### src/rtl/core/plf_pkg.sv
// Shared types, constants and the square-root step function for the pipe leak flow block.
// Used by every module under rtl/core; depends on nothing else.
package plf_pkg;

	localparam int unsigned QDEPTH    = 4;
	localparam int unsigned QAW       = 2;
	localparam int unsigned QCW       = 3;
	localparam int unsigned SQ_STAGES = 22;

	// Square feet per square metre scaled to Q.24, and the orifice
	// coefficient divided by 100 and by 2 in Q.52.
	localparam logic [27:0] KA  = 28'd180588450;
	localparam logic [26:0] KC  = 27'd108423859;
	localparam logic [47:0] CAP = 48'hFFFF_FFFF_FFFF;

	typedef struct packed {
		logic        j1;
		logic        j2;
		logic        zero;
		logic [31:0] h1;
		logic [31:0] h2;
		logic [31:0] area;
		logic [31:0] expan;
		logic [31:0] len;
	} plf_entry_t;

	typedef struct packed {
		logic full;
		logic empty;
	} plf_qstat_t;

	typedef struct packed {
		logic [23:0] rem;
		logic [21:0] root;
	} plf_sqrt_t;

	// One digit of the restoring square root: brings in two radicand bits.
	function automatic plf_sqrt_t sqrt_step(plf_sqrt_t cur, logic [1:0] d);
		logic [25:0] rr;
		logic [25:0] trial;
		plf_sqrt_t   nxt;
		rr    = {cur.rem, d};
		trial = {2'b00, cur.root, 2'b01};
		if (rr >= trial) begin
			nxt.rem  = 24'(rr - trial);
			nxt.root = {cur.root[20:0], 1'b1};
		end else begin
			nxt.rem  = rr[23:0];
			nxt.root = {cur.root[20:0], 1'b0};
		end
		return nxt;
	endfunction

endpackage

### src/rtl/core/plf_front.sv
// Front end: accepts items, works out the clamped pressure heads and the kill flag.
// Depends on plf_pkg.
module plf_front (
	input  logic               in_valid,
	output logic               in_ready,
	input  logic               is_pipe,
	input  logic               end1_is_junction,
	input  logic               end2_is_junction,
	input  logic signed [31:0] head_start,
	input  logic signed [31:0] elev_start,
	input  logic signed [31:0] head_end,
	input  logic signed [31:0] elev_end,
	input  logic        [31:0] leak_area,
	input  logic        [31:0] leak_expansion,
	input  logic        [31:0] pipe_length,
	input  plf_pkg::plf_qstat_t qstat,
	output logic               push,
	output plf_pkg::plf_entry_t entry
);

	logic signed [32:0] d1;
	logic signed [32:0] d2;

	assign in_ready = !qstat.full;
	assign push     = in_valid && in_ready;

	assign d1 = 33'(head_start) - 33'(elev_start);
	assign d2 = 33'(head_end) - 33'(elev_end);

	always_comb begin
		entry.j1    = end1_is_junction;
		entry.j2    = end2_is_junction;
		entry.zero  = !is_pipe || (leak_area == '0 && leak_expansion == '0)
			|| (!end1_is_junction && !end2_is_junction);
		entry.h1    = (d1 > 0) ? d1[31:0] : '0;
		entry.h2    = (d2 > 0) ? d2[31:0] : '0;
		entry.area  = leak_area;
		entry.expan = leak_expansion;
		entry.len   = pipe_length;
	end

endmodule

### config.mk
export PLATFORM = sky130hd
export DESIGN_NAME = plf_front
export DESIGN_NICKNAME = d
export VERILOG_FILES = /design/src/rtl/core/plf_pkg.sv /design/src/rtl/core/plf_front.sv
export SDC_FILE = /design/constraint.sdc
export NUM_CORES = 1
export LEC_CHECK = 0
export BUFFER_PORTS_ARGS = -buffer_cell sky130_fd_sc_hd__buf_4
export CAP_MARGIN = 20
export CORE_AREA = 2 2 152 154
export DETAILED_ROUTE_END_ITERATION = 10
export DIE_AREA = 0 0 154 156
export GPL_TIMING_DRIVEN = 1
export SLEW_MARGIN = 0
export SYNTH_ARGS = -nofsm -noshare
export SYNTH_HDL_FRONTEND = slang
export SYNTH_SLANG_ARGS = --single-unit
### constraint.sdc
create_clock -name vclk -period 2.8
set_input_delay 0.28 -clock vclk [all_inputs]
set_output_delay 0.28 -clock vclk [all_outputs]
set_load 0.05 [all_outputs]
-- Yosys cells after proc, flatten, opt, wreduce, memory -nomap -nowiden
Cells that the tools add are included.
- flip-flop bits (word level): 0
- bits in latches: 0
- RAM bits: 0
- ROM bits: 0
- input bits: 230
- output and inout bits: 165
- memories: 0
- add/subtract/negate cells: 2
- multiply operators: 0
- div/mod/pow operators: 0
- order comparisons: 2
- equality and inequality tests: 0
- shifts and indexed selects: 0
- muxes and demuxes: 2
- bitwise logic cells: 0
- reductions and logical operators: 11
- operators by type and width (operator ; count):
    33-bit by 1-bit > comparator with 1-bit output (second input constant) ; 2
    32-bit by 32-bit subtractor with 33-bit output ; 2
    32-bit logical NOT ; 2
    32-bit two-way mux ; 2
    1-bit logical NOT ; 4
    1-bit logical AND ; 3
    1-bit logical OR ; 2

-- Depth between registers and ports, before layout
- depth after elaboration: 4
- mapped depth: 12
- mapped depth without buffers: 11

-- Worst setup path before layout
Ideal clock, no wire load.
- path kind: input-to-output
- from: in head_end[0]
- to: out entry[99] in the netlist's numbering
- arrival: 3.556 ns
- data required time: 2.520 ns
- slack: -1.036 ns
- stages: 12
- path buffers: 1
- cell sequence: inv_1 -> ha_1 -> fa_1 -> and2b_1 -> o31a_1 -> o31a_1 -> a21o_1 -> a21oi_1 -> or3b_1 -> a31o_2 -> buf_6 -> a211oi_1
- RTL lines (what ; RTL line ; RTL):
    start: declaration ; plf_front.sv:11 ; input logic signed [31:0] head_end,
    end: declaration ; plf_front.sv:18 ; output plf_pkg::plf_entry_t entry

==> parameters.txt <==
Parameter                              Value

Outcome
  Run status    finished, violations left
  Violated checks    setup timing

Setup path
  Biggest cell delay along the critical path    0.37 ns
  Sum of buffers and inverters on the critical path    4
  Most used cell along the critical path    sky130_fd_sc_hd__o31a_1
  Critical Path, Cell by Cell    buf_8 -> inv_8 -> ha_4 -> fa_2 -> and2b_2 -> o31a_1 -> o31a_1 -> a21o_1 -> a21oi_2 -> or3b_1 -> a31o_4 -> buf_12 -> nor3_4 -> buf_6
  Slowest library cell on the worst path    sky130_fd_sc_hd__or3b_1
  Top delay family on crit path    compound AO/OA/AOI/OAI gates
  Largest driver fanout on the critical path    8
  Startpoint Class    input pin
  CP Data Required Time    2.52 ns
  Path type of the worst setup path    input pin to output pin
  Setup crit end kind    output pin
  Arrival time at the worst endpoint    2.85 ns

Cells and area
  Clock buf count    0
  Count of inserted antenna diode cells    0
  Area growth from synthesis to layout    92.95%
  # nets final    1,417
  Fraction of layout cells with a size suffix above 1    0.5567
  Total number of sequential cells    0
  Area taken by flip-flops and latches    0 um2
  Post-Layout Cell Count    1,404

Hold path
  Type of the tightest min-delay check    input pin to output pin
  Min-delay src    pipe_length[25]
  Worst hold path cell count    0
  Endpoint, Worst Hold    entry[25]

Synthesis
  Syn_nets    1,023
  Commonest cells in the synthesized netlist    sky130_fd_sc_hd__buf_4 (98), sky130_fd_sc_hd__inv_1 (78), sky130_fd_sc_hd__ha_1 (64)
  Number of different library cells in the post-synthesis netlist    67
  Number of warning messages in the yosys log    0
  Top-area cell type share of the netlist area    0.1624
  Synthesized instance count    727
  Post-synth design cell area    4932 um2
  Sequential cell area fraction in the yosys report    0
  Dominant cell by count in the synthesized netlist    sky130_fd_sc_hd__buf_4
  Top area cells in the synthesized netlist    sky130_fd_sc_hd__ha_1 (16%), sky130_fd_sc_hd__buf_4 (15%), sky130_fd_sc_hd__a21oi_1 (6.2%)
  Mean instance size in the synthesized netlist    6.784 um2
  Library cell with the largest summed area after synthesis    sky130_fd_sc_hd__ha_1

Drt
  Wire length reported by the detailed router    21,030 um
  Routed vias    6,454
  Average wire per standard cell    14.98 um
  Drt pass-1 iters    6
  Iteration-0 DRC count of the detailed router    202
  # DRC    0
  Number of routed nets with antenna violations    0
  Avg Vias per Cell    4.597

Global routing
  Number of global-route vias before repair    6,526
  Initial antenna violation count    0
  Final global-route overflow total    0
  Wire length of the first global-routing pass    31,930 um
  Pin count of the biggest net entering global routing    15
  All-Layer GR Usage    0.1586

Clocking
  Count of hold-fix buffers inserted at cts    0

STA
  RSZ-0062 raised after global routing    yes
  Top achievable clock speed    319.0 MHz
  Endpoints failing setup    64
  Part of the cycle the worst path needs    1.120
  Final slew viol count    0
  Final setup slack of the worst path    -0.3347 ns
  Worst max-slew margin expressed relative to the limit    0.5958
  Final min period    3.135 ns
  Post-Route Hold Slack    0.5600 ns
  Tightest Pin Transition    0.6008 ns
  Number of hold violations in the final report    0

Floorplanning
  Rows    55
  Starting density of the core    0.2205
  Placeable core region    22,370 um2
  Ports placed on the boundary    395
  Total die area    24,020 um2
  Width of the die    154 um
  Vert. Die Dim    156 um

Placed design
  Count of buffers from port buffering    330
  Detailed-placement wirelength estimate    18,500 um
  Routability Congestion    0.8638
  Number of placed instances with taps included    1,392

Pwr
  Total design power    3.663 mW
  Worst IR Drop VDD    0.3088 mV
  Power per standard cell area    384.9 nW/um2
  Standby leakage power    4.737 nW

Job
  Max Cap Viol    0
-- metal layers --
metal | up-vias | global-route usage | wire length (um)
met4 | 0 | 0.02314 | 285
met1 | 2930 | 0.1999 | 8703
li1 | 3253 | - | -
met2 | 245 | 0.2866 | 10490
met3 | 26 | 0.02917 | 1548
met5 | - | 0 | 0
-- area by class of cell --
cell class         instances  area, um2
repair buffers           510       4280
fillers                 2270      12850
well taps                285      356.6
multi-input cells        531       4572
inverters                 78      307.8
-- placed cells by master (no fill, tap or decap), drive strengths merged, types with 12 or more instances in the layout --
cell,netlist,layout
o21ai,38,38
nand2,35,35
a21oi,62,62
nand4,12,12
o21a,13,13
nor4,19,19
ha,64,64
xnor2,26,26
nand3,13,13
inv,78,78
xor2,25,25
nor3,34,34
nor2,58,58
a21o,20,20
buf,111,509
-- how the worst max path moves through the flow --
| stage | from | endpoint | slack, ns | cells after the start |
|---|---|---|---|---|
| after floorplan | head_end[0] | entry[127] | -0.58 | 12 |
| after global placement | head_end[0] | entry[120] | -0.46 | 14 |
| after detailed placement | head_end[0] | entry[120] | -0.47 | 14 |
| after CTS | head_end[0] | entry[99] | -0.37 | 14 |
| after global routing | head_end[0] | entry[99] | -0.46 | 14 |
| final | head_end[0] | entry[102] | -0.33 | 14 |
-- timing repair --
item | in CTS | in global routing
resized for setup | 108 | 35
pin swaps | 35 | 19
setup buffers | 9 | 3
gates cloned | 1 | 1
setup endpoints to repair | 64 | 64
-- logic make-up after synthesis --
logic type	share of synthesized area
adder cells (fa/ha/maj)	0.1705
AO/OA/AOI/OAI	0.2631
XOR/XNOR	0.09056
buffers and inverters	0.2359
AND/OR/NAND/NOR	0.2400
-- stage by stage --
| stage | cell area (um2) | util | TNS [ns] | setup WS, ns |
|---|---|---|---|---|
| CTS | 9321 | 0.4168 | -16.25 | -0.3731 |
| global placement | 8766 | 0.3919 | -23.48 | -0.4640 |
| finish | 9517 | 0.4255 | -15.16 | -0.3347 |
| detailed placement | 8766 | 0.3919 | -24.12 | -0.4653 |
| floorplan | 5483 | - | -22.61 | -0.5799 |
| global route | 9517 | 0.4255 | -21.78 | -0.4604 |
-- power by group --
part	leakage [nW]	internal [mW]	switching (mW)
Combinational	4.74	1.60	2.07
Clock	0	0	0
Sequential	0	0	0
(Power assumes the default switching activity.)
