--- src/rtl/core/plf_pkg.sv ---
// Shared types, constants and the square-root step function for the pipe leak flow block.
// Used by every module under rtl/core; depends on nothing else.
package plf_pkg;

	localparam int unsigned QDEPTH    = 4;
	localparam int unsigned QAW       = 2;
	localparam int unsigned QCW       = 3;
	localparam int unsigned SQ_STAGES = 22;

	// Square feet per square metre scaled to Q.24, and the orifice
	// coefficient divided by 100 and by 2 in Q.52.
	localparam logic [27:0] KA  = 28'd180588450;
	localparam logic [26:0] KC  = 27'd108423859;
	localparam logic [47:0] CAP = 48'hFFFF_FFFF_FFFF;

	typedef struct packed {
		logic        j1;
		logic        j2;
		logic        zero;
		logic [31:0] h1;
		logic [31:0] h2;
		logic [31:0] area;
		logic [31:0] expan;
		logic [31:0] len;
	} plf_entry_t;

	typedef struct packed {
		logic full;
		logic empty;
	} plf_qstat_t;

	typedef struct packed {
		logic [23:0] rem;
		logic [21:0] root;
	} plf_sqrt_t;

	// One digit of the restoring square root: brings in two radicand bits.
	function automatic plf_sqrt_t sqrt_step(plf_sqrt_t cur, logic [1:0] d);
		logic [25:0] rr;
		logic [25:0] trial;
		plf_sqrt_t   nxt;
		rr    = {cur.rem, d};
		trial = {2'b00, cur.root, 2'b01};
		if (rr >= trial) begin
			nxt.rem  = 24'(rr - trial);
			nxt.root = {cur.root[20:0], 1'b1};
		end else begin
			nxt.rem  = rr[23:0];
			nxt.root = {cur.root[20:0], 1'b0};
		end
		return nxt;
	endfunction

endpackage

--- src/rtl/core/plf_queue.sv ---
// Short item queue between the front end and the arithmetic back end.
// Depends on plf_pkg.
module plf_queue (
	input  logic                clk,
	input  logic                arst_n,
	input  logic                push,
	input  plf_pkg::plf_entry_t entry_in,
	input  logic                pop,
	output plf_pkg::plf_entry_t entry_out,
	output plf_pkg::plf_qstat_t qstat
);

	plf_pkg::plf_entry_t                mem_q [plf_pkg::QDEPTH];
	logic [plf_pkg::QAW-1:0]            wptr_q;
	logic [plf_pkg::QAW-1:0]            rptr_q;
	logic [plf_pkg::QCW-1:0]            cnt_q;

	always_ff @(posedge clk) begin
		if (push) begin
			mem_q[wptr_q] <= entry_in;
		end
	end

	always_ff @(posedge clk or negedge arst_n) begin
		if (!arst_n) begin
			wptr_q <= '0;
			rptr_q <= '0;
			cnt_q  <= '0;
		end else begin
			if (push) wptr_q <= wptr_q + 1'b1;
			if (pop) rptr_q <= rptr_q + 1'b1;
			if (push && !pop) cnt_q <= cnt_q + 1'b1;
			else if (pop && !push) cnt_q <= cnt_q - 1'b1;
		end
	end

	assign entry_out   = mem_q[rptr_q];
	assign qstat.full  = (cnt_q == plf_pkg::QCW'(plf_pkg::QDEPTH));
	assign qstat.empty = (cnt_q == '0);

endmodule

--- config.mk ---
export PLATFORM = sky130hd
export DESIGN_NAME = plf_queue
export DESIGN_NICKNAME = d
export VERILOG_FILES = /design/src/rtl/core/plf_pkg.sv /design/src/rtl/core/plf_queue.sv
export SDC_FILE = /design/constraint.sdc
export NUM_CORES = 1
export LEC_CHECK = 0
export ABC_AREA = 1
export BUFFER_PORTS_ARGS = -buffer_cell sky130_fd_sc_hd__buf_2
export CAP_MARGIN = 20
export CORE_UTILIZATION = 45
export DETAILED_ROUTE_END_ITERATION = 6
export PLACE_DENSITY = 0.7
export SYNTH_ARGS = -nofsm -noshare
export SYNTH_HDL_FRONTEND = slang
export SYNTH_SLANG_ARGS = --single-unit
--- constraint.sdc ---
create_clock -name clk -period 6.1 [get_ports clk]
set_input_delay 1.22 -clock clk [delete_from_list [all_inputs] [get_ports clk]]
set_output_delay 1.22 -clock clk [all_outputs]
set_load 0.1 [all_outputs]
* After elaboration in Yosys (flattened, before gate mapping) *
Memory sizes are Yosys's and may differ from the RTL's.
Index checks and enable logic that the tools add are counted.

operators by class
  add/sub/neg operators = 4
  eq/ne operators = 1
  reduce and logical (&&, ||, !) cells = 6
  multiplexer cells = 4

operators with widths
  cell                                               count
  two-way mux 3 bit                                  2
  adder 2 x 1 -> 2 bit (second input constant)       2
  adder 3 x 1 -> 3 bit (second input constant)       1
  equality test 3 bit (second input constant)        1
  logical NOT 3 bit                                  1
  subtractor 3 x 1 -> 3 bit (second input constant)  1
  logical AND 1 bit                                  2
  logical NOT 1 bit                                  2
  two-way mux 1 bit                                  2
  nonzero test 2 bit                                 1

word-level totals
  bits in registers = 7
  memories = 1
  bits in writable memories = 652
  logic and storage cells = 19
  output and inout bits = 165
  input bits = 167

memories
  memory  depth  width  rd ports  clocked after Yosys merged registers in  wr ports  line             RTL
  mem_q   4      163    1         0                                        1         plf_queue.sv:13  plf_pkg::plf_entry_t mem_q [plf_pkg::QDEPTH];

* Logic depth before layout (Yosys ltp) *
Gate-level depths: netlist of the first run.

  depth after elaboration = 4
  depth in mapped cells = 9
  mapped depth without buffers = 9

* Worst setup path after synthesis of the first run *
Ideal clock, no wire load.

  kind = input to register
  start = input push
  end = memory mem_q[0][0] in the netlist's numbering, enable pin
  stages = 3
  data arrival time = 4.662 ns
  required time = 5.584 ns
  setup time = 0.516 ns
  path buffers = 1
  path slack = 0.922 ns
  path through = clkbuf_1 -> nand2_1 -> inv_1

on the way
  word-level cells in the longest chain between the ends = 2

RTL lines
  what                                     line             RTL
  start: declaration                       plf_queue.sv:6   input logic push,
  two-way mux 1 bit                        plf_queue.sv:19  if (push) begin
  two-way mux 1 bit (not written as such)  plf_queue.sv:20  mem_q[wptr_q] <= entry_in;
  end: declaration                         plf_queue.sv:13

No other way between the ends.

==> results of run 1 <==
[cell usage in the layout, fill, tap and decap left out, drive strengths merged]
| cell type | n |
|---|---|
| fa | 1 |
| bufinv | 7 |
| ha | 5 |
| inv | 342 |
| diode | 10 |
| o21ai | 1 |
| nor3 | 2 |
| dfrtp | 7 |
| clkinv | 25 |
| xnor2 | 1 |
| buf | 349 |
| nand2 | 502 |
| xor2 | 3 |
| edfxtp | 652 |
| o211ai | 326 |
| nand3 | 1 |
| clkbuf | 86 |
| nand4 | 1 |
| clkinvlp | 1 |
[sequential cells by signal, summed over array words and instances (netlist names)]
signal	count
cnt_q	3
mem_q	652
rptr_q	2
wptr_q	2
[cell families (layout without fill, tap and decap cells)]
family,count (synthesis),count (layout)
buffers and inverters,448,810
and+or+nand+nor,506,506
DFF,659,659
AOI/OAI and AO/OA,327,327
adders and majority gates,6,6
xor gates and xnor gates,4,4
other,0,10
[layer usage]
layer | routed length, µm | vias to the layer above | track usage [%]
met5 | 155 | - | 0
met4 | 1180 | 22 | 5.39
met2 | 26100 | 391 | 30.1
met3 | 4960 | 116 | 6.86
li1 | - | 7440 | -
met1 | 21300 | 7546 | 21.4
[worst paths after layout]
kind | to | slack [ns] | depth (start not counted)
worst max-delay path | entry_out[77] | 1.52 | 5
min in group clk | wptr_q[0] | 0.53 | 1
worst max register to register | mem_q[2][66] | 3.64 | 5
max in group asynchronous | rptr_q[0] | 5.46 | 1
worst min register to register | wptr_q[0] | 0.53 | 1
worst min-delay path | cnt_q[2] | 0.45 | 1
[area by class of cell]
class                   count  area share, %
multi-input cells         843           16.0
flip-flops and latches    659           63.5
clock buffers              86           5.89
clock inverters            37           1.25
repair buffers            349           6.08
diodes                     10         0.0804
well taps                 765           3.08
inverters                 338           4.16
[through the flow]
stage               worst slack (ns)  std cells  util (%)
floorplan                      0.922       1950         -
global placement                2.08       2954      49.8
detailed placement              2.04       2954      49.8
CTS                             1.37       3077      53.6
global route                    1.26       3077      53.6
finish                          1.52       3087      53.6
==> metrics.cfg, run 1 <==
[critical_path]
path_class=reg2out
startpoint=rptr_q[1]
cp.required_ns=4.88
end_kind=output pin
cp_top_family=buffers and inverters
r2r-start=wptr_q[0]
crit_chain=inv_8, buf_4, o211ai_2, nand2_1, buf_2
cp_num_buf_inv=3
slowest_stage=inv_8
crit_fanout=110
arrival_ns=3.36
start_kind=flip-flop
max_stage_delay_ns=0.75

[flow_run]
maxCapViolCount=0

[yosys]
yosys.area_share.adder_pct=0.310
yosysWarnings=0
synthTopCellsByCount=edfxtp_1, nand2_1, inv_1
synth-simple-area-share_pct=7.16
synth_edf_count=652
ys_top_cells_by_area=edfxtp_1, nand2_1, o211ai_1
synth.distinct_cells=19
ys_ff_latch=659
async_flop_share_pct=1.06
syn_nets=2123
synth_top_area_share_pct=73.6
syn_inst=1950
yosysTopAreaCell=edfxtp_1
synthXorXnorAreaFrac_pct=0.132
yosysSeqAreaShare_pct=74.2
synth_compound_area_share_pct=11.1
synth_top_family_by_area=compound AO/OA/AOI/OAI gates
syn_area_mm2=0.0266
syn_avg_cell_area_um2=13.6
ys.flop_type=edfxtp_1
synth.most_common_cell=edfxtp_1
synthMuxAreaShare_pct=0

[floorplanning]
core_area_mm2=0.0580
rows=88
die_h_um=245
ios=332
die-area_mm2=0.0601
initial_utilization_pct=45.9
die_w_um=245

[clocking]
cts_root_buf=clkbuf_16
hold_buffers=0
cts_buffers=69
post-cts-setup-buffer-count=0
clk_pin_slew_worst_paths_ns=0.06
cts_buffer_depth=3
cts_resized=0
htreeDepth=3
clock_latency_ns=0.59
cts_tree=built
cts_sinks=659

[routing]
drc=0
vias_per_cell=5.03
detail_route.iter0.violations=892
via_count=15515
postRouteWirelength_um=53700
antenna_left=0
wl_per_cell_um=17.4
drt_pass1_iterations=7

[finish]
postLayoutCellArea_mm2=0.0311
drive_above_1_share_pct=23.8
final_nets=2433
nFillCells=4653
area_growth_pct=16.9
register_area_mm2=0.0198
multi_input_area_mm2=0.00497

[grt]
grtUsageTotal_pct=18.0
grt.overflow.total=0
grt_pass1_vias=15624
grt_pass1_wl_um=83500
antenna_found_initial=17
grt_max_degree=123

[timing]
finalHoldViolations=0
period_needed_ns=4.58
skew_ns=0.0157
whs_ns=0.453
grt_setup_unrepaired=no
max_freq_ghz=0.218
fin_crit_sh_pct=75.0
setup_viol=0
maxSlewHeadroom_pct=31.0
worst_pin_slew_ns=1.04
maxSlewViolCount=0
tns_ns=0

[worst_hold_path]
hold_class=in2async

[status]
status=finished, final reports clean

[placed_design]
io_buffers=331
place_area_mm2=0.0289
hpwl_um=31700
place.gp.congestion=0.800

Power of run 1 is not shown: default switching activity piles up to over one toggle a cycle in this logic, so the estimate is an artifact.
==> run 2, diff against run 1 <==
--- a/config.mk
+++ b/config.mk
@@ -10,7 +10,7 @@
 export CAP_MARGIN = 20
 export CORE_UTILIZATION = 45
 export DETAILED_ROUTE_END_ITERATION = 6
-export PLACE_DENSITY = 0.7
+export PLACE_DENSITY = 0.73
 export SYNTH_ARGS = -nofsm -noshare
 export SYNTH_HDL_FRONTEND = slang
 export SYNTH_SLANG_ARGS = --single-unit
==> constraint.sdc (replaced) <==
create_clock -name clk -period 4 [get_ports clk]
set_input_delay 0.8 -clock clk [delete_from_list [all_inputs] [get_ports clk]]
set_output_delay 0.8 -clock clk [all_outputs]
set_load 0.1 [all_outputs]
==> run 2 against run 1 <==
Setup slack worse by 0.98 ns. Via count down 0.37%. Final cell count up 0.42%. Sequential cell count unchanged. Die area unchanged. Worst hold slack worse by 0.033 ns. Final area up 0.86%. Core utilization up 0.46 points. Clock-buffer cell count unchanged. Largest cell class unchanged.
==> metrics.cfg, run 2 (synthesized netlist as in run 1, its figures left out) <==
[status]
status=finished, final reports clean

[clocking]
clk_pin_slew_worst_paths_ns=0.06  ; about the same
hold_buffers=1  ; +1
cts_root_buf=clkbuf_16
cts_sinks=659  ; unchanged
cts_buffers=70  ; +1.4%
clock_latency_ns=0.59  ; about the same
htreeDepth=3  ; unchanged
cts_buffer_depth=3  ; unchanged
cts_resized=0  ; unchanged
post-cts-setup-buffer-count=0  ; unchanged
cts_tree=built

[critical_path]
end_kind=output pin
arrival_ns=2.66  ; -0.70 ns
start_kind=flip-flop
r2r-start=wptr_q[0]
path_class=reg2out
cp.required_ns=3.20  ; -1.68 ns
crit_fanout=163  ; +48%
startpoint=rptr_q[1]

[finish]
fin_cells=3100  ; +0.42%
layout_common_cells=edfxtp_1, nand2_1, inv_1
area_growth_pct=17.9
final_util_pct=54.1  ; +0.46 points
largest_reg_flops=652  ; unchanged
biggestRegsByFlops=mem_q: 652 flops, cnt_q: 3 flops
final_nets=2450  ; +0.70%
top_register=mem_q
drive_above_1_share_pct=24.2  ; +0.39 points
final_common_cell=edfxtp_1

[floorplanning]
ios=332  ; unchanged
die_h_um=245  ; unchanged
rows=88  ; unchanged
die-area_mm2=0.0601  ; unchanged
initial_utilization_pct=45.9  ; unchanged
die_w_um=245  ; unchanged
core_area_mm2=0.0580  ; unchanged

[placed_design]
dpl_worst_slack_ns=0.991  ; -1.04 ns
place.gp.congestion=0.743  ; -7.1%
placed_cells=2969  ; +0.51%
hpwl_um=31300  ; -1.4%
io_buffers=331  ; unchanged

[worst_hold_path]
hold_class=in2reg
min_from=entry_in[149]

[routing]
drc=0  ; unchanged
detail_route.iter0.violations=788  ; -12%
wl_per_cell_um=17.3  ; -0.52%
vias_per_cell=4.99  ; -0.79%
drt_pass1_iterations=5  ; -2
via_count=15457  ; -0.37%
postRouteWirelength_um=53700  ; -0.10%
antenna_left=0  ; unchanged

[grt]
grt_pass1_wl_um=82900  ; -0.73%
grt_max_degree=164  ; +33%
grtUsageTotal_pct=17.9  ; -0.061 points
grt_pass1_vias=15739  ; +0.74%
antenna_found_initial=15  ; -2
grt.overflow.total=0  ; unchanged

[flow_run]
maxCapViolCount=0  ; unchanged

[timing]
max_freq_ghz=0.289
fin_crit_sh_pct=86.4
period_needed_ns=3.46
maxSlewHeadroom_pct=24.8  ; -6.1 points
finalHoldViolations=0  ; unchanged
layout_setup_ws_ns=0.545  ; -0.978 ns
grt_setup_unrepaired=no
setup_viol=0  ; unchanged
maxSlewViolCount=0  ; unchanged
worst_pin_slew_ns=1.13  ; +0.0916 ns
tns_ns=0  ; unchanged
skew_ns=0.0206  ; +0.00490 ns

-- run 2: cell count changes in the layout (fill, tap and decap cells not counted) --
cell,before,now
buf_12,8,20
buf_4,10,13
clkinv_1,12,14
clkinv_2,10,5
clkinvlp_4,1,9
diode_2,10,7
dlygate4sd3_1,0,1
inv_6,8,2
inv_8,1,2
-- run 2: final cells by class --
type	count	area, µm²
Sequential cell	659	19800
Fill cell	4578	26600
Inverter	338	1290
Tap cell	765	957
Clock buffer	86	1830
Antenna cell	7	17.5
Timing Repair Buffer	365	2160
Multi-Input combinational cell	843	4970
Clock inverter	37	395
-- run 2: path summary, 6_finish.rpt --
kind | slack, ns | to | cells past startpoint
max | 0.54 | entry_out[157] | 4
min | 0.42 | mem_q[0][149] | 1
max reg2reg | 1.40 | mem_q[2][12] | 6
min reg2reg | 0.51 | cnt_q[2] | 2
max in group asynchronous | 3.24 | rptr_q[0] | 2
min in group asynchronous | 0.58 | cnt_q[2] | 2
-- run 2: metal layers --
| layer | up-vias | GRT usage [%] | routed length (µm) |
|---|---|---|---|
| li1 | 7469 | - | - |
| met1 | 7486 | 19.7 | 20300 |
| met2 | 378 | 32.1 | 27600 |
| met3 | 106 | 5.82 | 4330 |
| met4 | 18 | 6.29 | 1330 |
| met5 | - | 0 | 105 |
-- run 2: through the flow --
stage	hold WS (ns)	instance area [µm²]
3_3_place_gp	0.478	29100
3_5_place_dp	0.499	29100
2_1_floorplan	0.463	26600
4_1_cts	0.369	31400
5_1_grt	0.384	31400
6_report	0.421	31400
-- run 2: worst max-delay path: stages (launching register included) --
cell and delay, ns:
dfrtp_4 0.46, buf_12 0.62, o211ai_1 0.22, nand2_1 0.12, buf_2 0.46
Power of run 2 is left out for the same reason.
==> run 3, diff against run 2 <==
--- a/config.mk
+++ b/config.mk
@@ -6,11 +6,13 @@
 export NUM_CORES = 1
 export LEC_CHECK = 0
 export ABC_AREA = 1
-export BUFFER_PORTS_ARGS = -buffer_cell sky130_fd_sc_hd__buf_2
 export CAP_MARGIN = 20
-export CORE_UTILIZATION = 45
+export CELL_PAD_IN_SITES_DETAIL_PLACEMENT = 1
+export CELL_PAD_IN_SITES_GLOBAL_PLACEMENT = 2
+export CORE_UTILIZATION = 40
 export DETAILED_ROUTE_END_ITERATION = 6
-export PLACE_DENSITY = 0.73
+export DONT_BUFFER_PORTS = 1
+export PLACE_DENSITY = 0.82
 export SYNTH_ARGS = -nofsm -noshare
 export SYNTH_HDL_FRONTEND = slang
 export SYNTH_SLANG_ARGS = --single-unit
==> run 3 against run 2 <==
Die area is 12% higher. Sequential share of layout area is 0.61 points higher. Largest cell class unchanged. Worst hold slack worse by 0.14 ns. Highest routed layer is now met4. Maximum frequency is 2.7% lower. Register-to-register slack better by 0.03 ns. Final area is 0.96% lower. Setup slack worse by 0.094 ns. Routed wire length is 14% higher.
==> metrics.cfg, run 3 (synthesized netlist as in run 1, its figures left out) <==
[critical_path]
cp_top_family=flip-flops
reg2reg_to=mem_q[1][42]
path_depth=4  ; unchanged
end_kind=output pin
cp.required_ns=3.20  ; about the same
arrival_ns=2.75  ; +0.09 ns
r2r-start=wptr_q[1]
rrSetupSlack_ns=1.43  ; +0.03 ns
crit_chain=buf_4, o211ai_1, nand2_1, buf_4
startpoint=rptr_q[0]
slowest_stage=dfrtp_4
max_stage_delay_ns=0.93  ; +0.31 ns
start_kind=flip-flop
crit_top_cell=buf_4
path_class=reg2out
cp_num_buf_inv=2  ; unchanged
crit_fanout=45  ; -72%
cp-endpoint=entry_out[48]
r2r_cells=6  ; unchanged

[grt]
grt_max_degree=95  ; -42%
grtUsageTotal_pct=18.1  ; +0.21 points
grt.overflow.total=0  ; unchanged
grt_pass1_wl_um=93300  ; +12%
grt.met1_usage_pct=20.1  ; +0.32 points
top_usage_layer=met2
grt_use_met2_pct=32.0  ; -0.091 points
grt_pass1_vias=16618  ; +5.6%
antenna_found_initial=0  ; -15
grt_util_met3_pct=6.66  ; +0.84 points

[clocking]
cts_buffer_depth=3  ; unchanged
cts_tree=built
cts_resized=0  ; unchanged
post-cts-setup-buffer-count=0  ; unchanged
htreeDepth=3  ; unchanged
cts_buffers=70  ; unchanged
cts_root_buf=clkbuf_16
cts_sinks=659  ; unchanged
clk_pin_slew_worst_paths_ns=0.05  ; about the same
clock_latency_ns=0.60  ; about the same
hold_buffers=1  ; unchanged

[routing]
drc=0  ; unchanged
antenna_left=0  ; unchanged
detail_route.iter0.violations=805  ; +2.2%
via_count=15244  ; -1.4%
wl_per_cell_um=20.2  ; +17%
postRouteWirelength_um=61300  ; +14%
vias_per_cell=5.02  ; +0.70%
drt_pass1_iterations=5  ; unchanged

[finish]
layout_common_cells=edfxtp_1, nand2_1, inv_1
drive_above_1_share_pct=18.8  ; -5.4 points
antenna_cells=0  ; -7
final_nets=2293  ; -6.4%
largest_reg_flops=652  ; unchanged
biggestRegsByFlops=mem_q: 652 flops, cnt_q: 3 flops
multi_input_area_mm2=0.00498  ; +0.20%
postLayoutCellArea_mm2=0.0311  ; -0.96%
register_area_mm2=0.0198  ; unchanged
nFillCells=6587  ; +44%
area_growth_pct=16.8
top_register=mem_q
final_common_cell=edfxtp_1

[worst_hold_path]
hold_class=in2reg

[timing]
maxSlewViolCount=0  ; unchanged
period_needed_ns=3.55  ; +0.0941 ns
setup_viol=0  ; unchanged
maxSlewHeadroom_pct=36.2  ; +11 points
grt_setup_unrepaired=no
worst_pin_slew_ns=0.957  ; -0.171 ns
skew_ns=0.0340  ; +0.0134 ns
fin_crit_sh_pct=88.7  ; +2.4 points
finalHoldViolations=0  ; unchanged
max_freq_ghz=0.282  ; -2.7%
tns_ns=0  ; unchanged

[flow_run]
maxCapViolCount=0  ; unchanged

[placed_design]
hpwl_um=37200  ; +19%
place_area_mm2=0.0289  ; -0.84%
place.gp.congestion=0.747  ; +0.50%
io_buffers=0  ; -100%

[floorplanning]
ios=332  ; unchanged
core_area_mm2=0.0657  ; +13%
die_h_um=260  ; +6.0%
die-area_mm2=0.0676  ; +12%
die_w_um=260  ; +6.0%
rows=94  ; +6.8%
initial_utilization_pct=40.5  ; -5.4 points

[status]
status=finished, final reports clean

-- run 3: changes by cell type in the layout (fill, tap and decap cells not counted), sizes merged --
cell	delta
buf	-159
diode	-7
clkinv	+6
clkinvlp	-4
clkbuf	+3
bufinv	-1
inv	-1
-- run 3: area by class of cell --
cell class                      instances  share of cell area, %
Clock inverter                         37                   1.13
Multi-Input combinational cell        843                   16.0
Tap cell                              864                   3.48
Sequential cell                       659                   63.6
Timing Repair Buffer                  208                   5.75
Inverter                              338                   4.15
Clock buffer                           87                   5.91
-- run 3: worst min path at each step --
stage | endpoint | cells after the start | from | slack [ns]
floorplan | cnt_q[2] | 2 | cnt_q[2] | 0.46
global placement | rptr_q[1] | 0 | arst_n | 0.50
detailed placement | rptr_q[1] | 0 | arst_n | 0.50
CTS | mem_q[0][69] | 0 | entry_in[69] | 0.24
global route | mem_q[1][69] | 0 | entry_in[69] | 0.25
finish | rptr_q[0] | 1 | pop | 0.28
-- run 3: worst reg2reg max path, delay by kind of cell (launching register included) --
family	cells	cell delay (ns)
buffers and inverters	4	1.52
AND/OR/NAND/NOR	1	0.08
adder cells (fa/ha/maj)	1	0.15
flip-flops	1	0.41
-- run 3: layer usage --
| layer | routed length (µm) | share of wire [%] |
|---|---|---|
| met3 | 5310 | 8.7 |
| met1 | 23500 | 38 |
| met4 | 1360 | 2.2 |
| met2 | 31100 | 51 |
| met5 | 0 | 0 |
-- run 3: metrics by stage --
| stage | worst slack, ns | instances | util [%] | hold slack (ns) |
|---|---|---|---|---|
| 2_1_floorplan | 0.126 | 1950 | - | 0.463 |
| 5_1_grt | 0.282 | 3036 | 47.3 | 0.251 |
| 4_1_cts | 0.374 | 3036 | 47.3 | 0.238 |
| 6_report | 0.451 | 3036 | 47.3 | 0.285 |
| 3_5_place_dp | 1.06 | 2911 | 43.9 | 0.505 |
| 3_3_place_gp | 1.12 | 2911 | 43.9 | 0.505 |
Power of run 3 is left out for the same reason.
